`src/hw/rtl/bfa_pkg.sv`:
```
// shared types and constants of the best-fit block allocator
// used by bfa_cell and best_fit_block_allocator; no dependencies
package bfa_pkg;

  localparam int unsigned MaxBlocksDef   = 64;
  localparam int unsigned HeaderBytesDef = 16;

  typedef enum logic [1:0] {
    OP_ALLOC  = 2'd0,
    OP_FREE   = 2'd1,
    OP_RESIZE = 2'd2,
    OP_QUERY  = 2'd3
  } op_e;

  typedef enum logic [2:0] {
    ST_OK      = 3'd0,
    ST_ZERO    = 3'd1,
    ST_NO_ROOM = 3'd2,
    ST_UNKNOWN = 3'd3,
    ST_NOT_NEW = 3'd4
  } status_e;

  localparam logic CfgHeapBase = 1'b0;
  localparam logic CfgHeapEnd  = 1'b1;

  // command broadcast to every cell during a scan
  typedef struct packed {
    op_e         op;
    logic [31:0] size;
    logic [31:0] addr;
  } cmd_t;

  // search word handed from cell to cell
  typedef struct packed {
    logic        found;
    logic        free;
    logic [31:0] size;
    logic [31:0] start;
  } carry_t;

  // entry write bus
  typedef struct packed {
    logic [31:0] start;
    logic [31:0] size;
    logic        free;
  } wr_t;

endpackage

```
`src/hw/rtl/bfa_cell.sv`:
```
// one block table entry with its stage of the search chain
// depends on bfa_pkg
module bfa_cell #(
  parameter int unsigned IW          = 6,
  parameter int unsigned Idx         = 0,
  parameter int unsigned HeaderBytes = bfa_pkg::HeaderBytesDef
) (
  input  logic            clk_i,
  input  logic            rst_ni,
  input  bfa_pkg::cmd_t   cmd_i,
  input  logic            valid_i,
  input  bfa_pkg::carry_t cin_i,
  input  logic [IW-1:0]   cidx_i,
  output bfa_pkg::carry_t cout_o,
  output logic [IW-1:0]   cidx_o,
  input  logic            we_i,
  input  bfa_pkg::wr_t    wr_i
);

  localparam logic [31:0] Hdr = 32'(HeaderBytes);

  logic [31:0] start_q, size_q;
  logic        free_q;
  bfa_pkg::carry_t c_d, c_q;
  logic [IW-1:0]   i_d, i_q;
  logic            take;

  // entry storage
  always_ff @(posedge clk_i) begin
    if (we_i) begin
      start_q <= wr_i.start;
      size_q  <= wr_i.size;
      free_q  <= wr_i.free;
    end
  end

  // lookup keeps the oldest hit, best fit the smallest with newest on ties
  always_comb begin
    take = 1'b0;
    case (cmd_i.op)
      bfa_pkg::OP_ALLOC: begin
        take = valid_i && free_q && (size_q >= cmd_i.size) &&
               (!cin_i.found || (size_q <= cin_i.size));
      end
      bfa_pkg::OP_FREE, bfa_pkg::OP_RESIZE: begin
        take = valid_i && !cin_i.found && ((start_q + Hdr) == cmd_i.addr);
      end
      default: take = 1'b0;
    endcase
    if (take) begin
      c_d = '{found: 1'b1, free: free_q, size: size_q, start: start_q};
      i_d = IW'(Idx);
    end else begin
      c_d = cin_i;
      i_d = cidx_i;
    end
  end

  // hand the search word on
  always_ff @(posedge clk_i or negedge rst_ni) begin
    if (!rst_ni) begin
      c_q <= '0;
      i_q <= '0;
    end else begin
      c_q <= c_d;
      i_q <= i_d;
    end
  end

  assign cout_o = c_q;
  assign cidx_o = i_q;

endmodule

```
`config.mk`:
```
export PLATFORM = sky130hd
export DESIGN_NAME = bfa_cell
export DESIGN_NICKNAME = d
export VERILOG_FILES = /design/src/hw/rtl/bfa_pkg.sv /design/src/hw/rtl/bfa_cell.sv
export SDC_FILE = /design/constraint.sdc
export NUM_CORES = 1
export LEC_CHECK = 0
export BUFFER_PORTS_ARGS = -buffer_cell sky130_fd_sc_hd__buf_2
export CORE_ASPECT_RATIO = 1.25
export CORE_MARGIN = 1.5
export CORE_UTILIZATION = 51
export CTS_BUF_LIST = sky130_fd_sc_hd__clkbuf_2 sky130_fd_sc_hd__clkbuf_4 sky130_fd_sc_hd__clkbuf_8
export DETAILED_ROUTE_END_ITERATION = 12
export PLACE_DENSITY = 0.83
export SYNTH_ARGS = -nofsm -noshare
export SYNTH_HDL_FRONTEND = slang
export SYNTH_SLANG_ARGS = --single-unit
```
`constraint.sdc`:
```
create_clock -name clk_i -period 3.91 [get_ports clk_i]
set_input_delay 0.391 -clock clk_i [delete_from_list [all_inputs] [get_ports clk_i]]
set_output_delay 0.391 -clock clk_i [all_outputs]
set_load 0.01 [all_outputs]
```
---- Yosys cells after proc, flatten, opt, wreduce, memory -nomap -nowiden ----
Index checks and enable logic that the tools add are counted.
Widths: inputs -> output; s select.
cells by class
  add/sub/neg operators ................... 1
  magnitude comparators ................... 2
  equal/unequal tests ..................... 3
  mux-type cells .......................... 3
  reduce and logical (&&, ||, !) cells .... 9
operators with widths
  kind                   number
  $mux 66                1
  $add 32x5->32 const B  1
  $eq 32x32->1           1
  $ge 32x32->1           1
  $le 32x32->1           1
  $mux 6                 1
  $logic_and 1x1->1      5
  $eq 2x1->1 const B     1
  $eq 2x2->1 const B     1
  $logic_not 2->1        1
  $pmux 1 s2             1
  $reduce_or 2->1        1
  $logic_not 1->1        1
  $logic_or 1x1->1       1
word-level totals
  register bits after elaboration ......... 137
  output and inout port bits .............. 72
  word-level logic and storage cells ...... 26

---- Depth between registers and ports, before layout ----
  word-level depth ........................ 5
  gate-level depth with buffers ........... 12

---- Worst setup path after synthesis ----
Ideal clock, no wire load.
  path type ............................... register to register
  from .................................... reg start_q[15]
  to ...................................... reg c_q (netlist bit cout_o[62])
  setup time .............................. 0.128 ns
  arrival time ............................ 3.209 ns
  data required time ...................... 3.782 ns
  path slack .............................. 0.573 ns
  cell stages (with the launch flop) ...... 12
  path buffers ............................ 2
  period minus slack after synthesis ...... 3.337 ns
  cell sequence ........................... edfxtp_1 > buf_4 > nand4_1 > or4_4 > or4_1 > a21oi_1 > o22ai_1 > or4_1 > nor4_2 > o22ai_2 > buf_2 > mux2_1
RTL lines
  what                    RTL line        RTL
  start, declared         bfa_cell.sv:22  logic [31:0] start_q, size_q;
  start signal, assigned  bfa_cell.sv:31  start_q <= wr_i.start;
  end signal, assigned    bfa_cell.sv:62  c_q <= '0;
  end signal, assigned    bfa_cell.sv:65  c_q <= c_d;
  end, declared           bfa_cell.sv:24  bfa_pkg::carry_t c_d, c_q;

==> out/metrics.cfg <==
[clock_tree]
clk_pin_slew_ns=0.08
cts-root-buf=clkbuf_8
cts_buffers=17
clk_latency_ns=0.45
h-tree-depth=4
cts_buffer_depth=2
cts_tree=done
cts_sinks=137

[outcome]
status=finished, final reports clean

[critical_path]
crit_start=start_q[12]
r2r_cells=10
path_class=reg -> reg
r2r-end=cout_o[51]
worst_setup_path_start_kind=register
critical_path_arrival_ns=4.00
reg2reg_from=start_q[12]
crit_path_end=cout_o[51]
critPathMaxFanout=37
cp_data_required_time_ns=4.23
endpoint_kind=register
r2r_slack_ns=0.24

[floorplan]
ios=279
coreArea_sq_mm=0.0139
die_y_um=137
num_rows=48
start_util_pct=52.8
dieWidth_um=110
dieArea_sq_mm=0.0152

[flow_run]
maxCapViolations=0

[pwr]
power_leakage_nw=4.44
powerDensity_mw_per_mm2=348
p_switching_uw=874
p_sw_share_pct=27.0
internal_power_mw=2.36
peakVddDrop_mv=0.244
share_seq_of_total_power_pct=52.2
combPwrFrac_pct=17.7
clockPowerShare_pct=30.1

[logic_synthesis]
ys_seq_area_share_pct=51.0
syn_inst=611
syn_area_per_cell_sq_um=12.0
synthTopCellsByArea=edfxtp_1 27%, dfrtp_1 25%, ha_1 11%
ys.flop_type=dfrtp_1
synth_top_area_cell=edfxtp_1
synth-seq-cells=137
synth_top_area_share_pct=26.5
synth_edf_count=65
yosysWarnings=0
syn_area_sq_mm=0.00735
synth_cell_type_count=54
syn_nets=885
ys_async_sr_fraction_pct=52.6

[drt]
drt_iter0_drc=302
wl_per_cell_um=17.1
routed.top_layer=met4
wl_met3_mm=1.26
drc=0
drtAntennaViolNets=0
wl_met1_mm=7.23
vias_per_cell=5.37
postRouteWirelength_mm=18.8
wl_met2_mm=9.63
drtPass1Iterations=5
num_vias=5901

[finish]
syn_to_final_growth_pct=26.6
drive_gt1_share_pct=41.5
final_common_cell=buf_2
final_cell_area_sq_mm=0.00931
final_cell_mix=277 x buf_2, 72 x dfrtp_1, 69 x inv_1
nNetsFinal=1181

[timing]
setup-violations-final=0
finalClockSkew_ns=0.0120
tns_ns=0
timing.slew.headroom_pct=35.2
fin_crit_sh_pct=94.0
hold_violations=0
setup_ws_ns=0.235
period_needed_ns=3.67
rsz0062_at_grt=false
drv_slew=0
tightest_slew_ns=0.972
holdWs_ns=0.0833
max_freq_ghz=0.272

[grt]
grt_antenna_before_repair=4
grt_remaining_overflow=0
grt_pass1_wl_mm=28.5
grt_pass1_vias=6001
grt_max_degree=73
grtUsageTotal_pct=24.3

[placed_design]
gp_congestion=0.874
place_area_sq_mm=0.00894
pre_cts_slack_ns=0.226
post-dp-hpwl_mm=14.5
portBuffers=278

[min_path]
hold_path.class=in -> async

==> power groups by stage <==
stage                     Combinational (mW)  Clock (mW)  Sequential [mW]
after global placement                 0.551           0             1.72
final                                  0.572       0.974             1.69
after CTS                              0.572       0.998             1.69
after floorplan                        0.284           0             1.72
after detailed placement               0.567           0             1.72
after global routing                   0.638        1.05             1.70
==> cells by family (layout without fill, tap and decap cells) <==
group,after synthesis,in the layout,share of synthesized area (%)
other,0,4,0
multiplexers,68,68,10.4
AND/OR/NAND/NOR,133,133,10.1
flip-flops,137,137,51.0
adder cells (fa/ha/maj),67,67,11.4
XOR/XNOR,39,39,4.65
buffers and inverters,83,392,4.97
AO/OA/AOI/OAI,84,84,7.45
==> cell usage after synthesis, types with 2 or more instances <==
cell type   n
dfrtp_1    72
inv_1      69
ha_1       67
edfxtp_1   65
mux2_2     58
xnor2_1    24
a21oi_1    23
nand2_1    22
nor2_1     22
nand3_1    17
nand4_1    17
o21ai_0    17
xor2_1     15
nor4_1     12
a21o_1      7
and2_1      7
mux2_1      7
buf_6       6
nor3_1      6
a2111oi_0   5
a211oi_1    5
nor2b_1     5
o211ai_1    5
o21a_1      5
a31oi_1     4
and4_1      4
buf_2       4
nand2b_1    4
and3_1      3
clkbuf_1    3
mux2i_1     3
or4_1       3
nor3b_1     2
o22ai_1     2
or4b_2      2
==> how the worst min path moves through the flow <==
stage | to | cells after the start | slack (ns) | startpoint
3_5_place_dp | cout_o[64] | 1 | 0.49 | free_q
4_1_cts | size_q[11] | 1 | 0.09 | wr_i[12]
6_report | cout_o[42] | 1 | 0.08 | rst_ni
2_1_floorplan | cidx_o[0] | 0 | 0.1 | rst_ni
3_3_place_gp | cout_o[64] | 1 | 0.49 | free_q
5_1_grt | size_q[10] | 1 | 0.08 | wr_i[11]
==> worst max-delay path, stage by stage (launching register included) <==
cell and delay [ns]:
edfxtp_1 0.43, nand3_1 0.25, or4_4 0.63, or4_1 0.48, a21oi_1 0.18, o22ai_1 0.10
or4_1 0.43, nor4_2 0.25, o22ai_4 0.10, buf_4 0.31, mux2_1 0.37
==> state kept, by name, indices dropped and copies added, names as in the netlist <==
signal and cells:
cout_o 66, cidx_o 6, free_q 1, size_q 32, start_q 32
==> metal layers <==
metal / up-vias / track usage, %
li1: 2819 / -
met1: 2794 / 27.3
met2: 244 / 42.7
met3: 44 / 7.22
met5: - / 0
met4: 0 / 11.6
==> per-stage QoR <==
step | power (mW) | instances | utilization [%]
final | 3.24 | 1099 | 66.8
after global routing | 3.39 | 1098 | 66.8
after CTS | 3.26 | 1092 | 66.5
after detailed placement | 2.29 | 1060 | 64.2
after global placement | 2.27 | 1060 | 64.2
after floorplan | 2.01 | 611 | -
==> repair_timing <==
| item | in CTS | in global routing |
|---|---|---|
| setup endpoints to repair | 0 | 61 |
| resized for setup | 0 | 1 |
| hold buffers | 0 | 0 |
| setup buffers | 0 | 3 |
==> final cells by class <==
cell class / count / area (sq um)
Timing Repair Buffer: 291 / 1490
Multi-Input combinational cell: 391 / 3250
Clock inverter: 11 / 56.3
Antenna cell: 4 / 10.0
Sequential cell: 137 / 3750
Tap cell: 175 / 219
Fill cell: 1064 / 4630
Inverter: 69 / 259
Clock buffer: 21 / 270
Note: power is estimated with default switching activity, not from simulation.
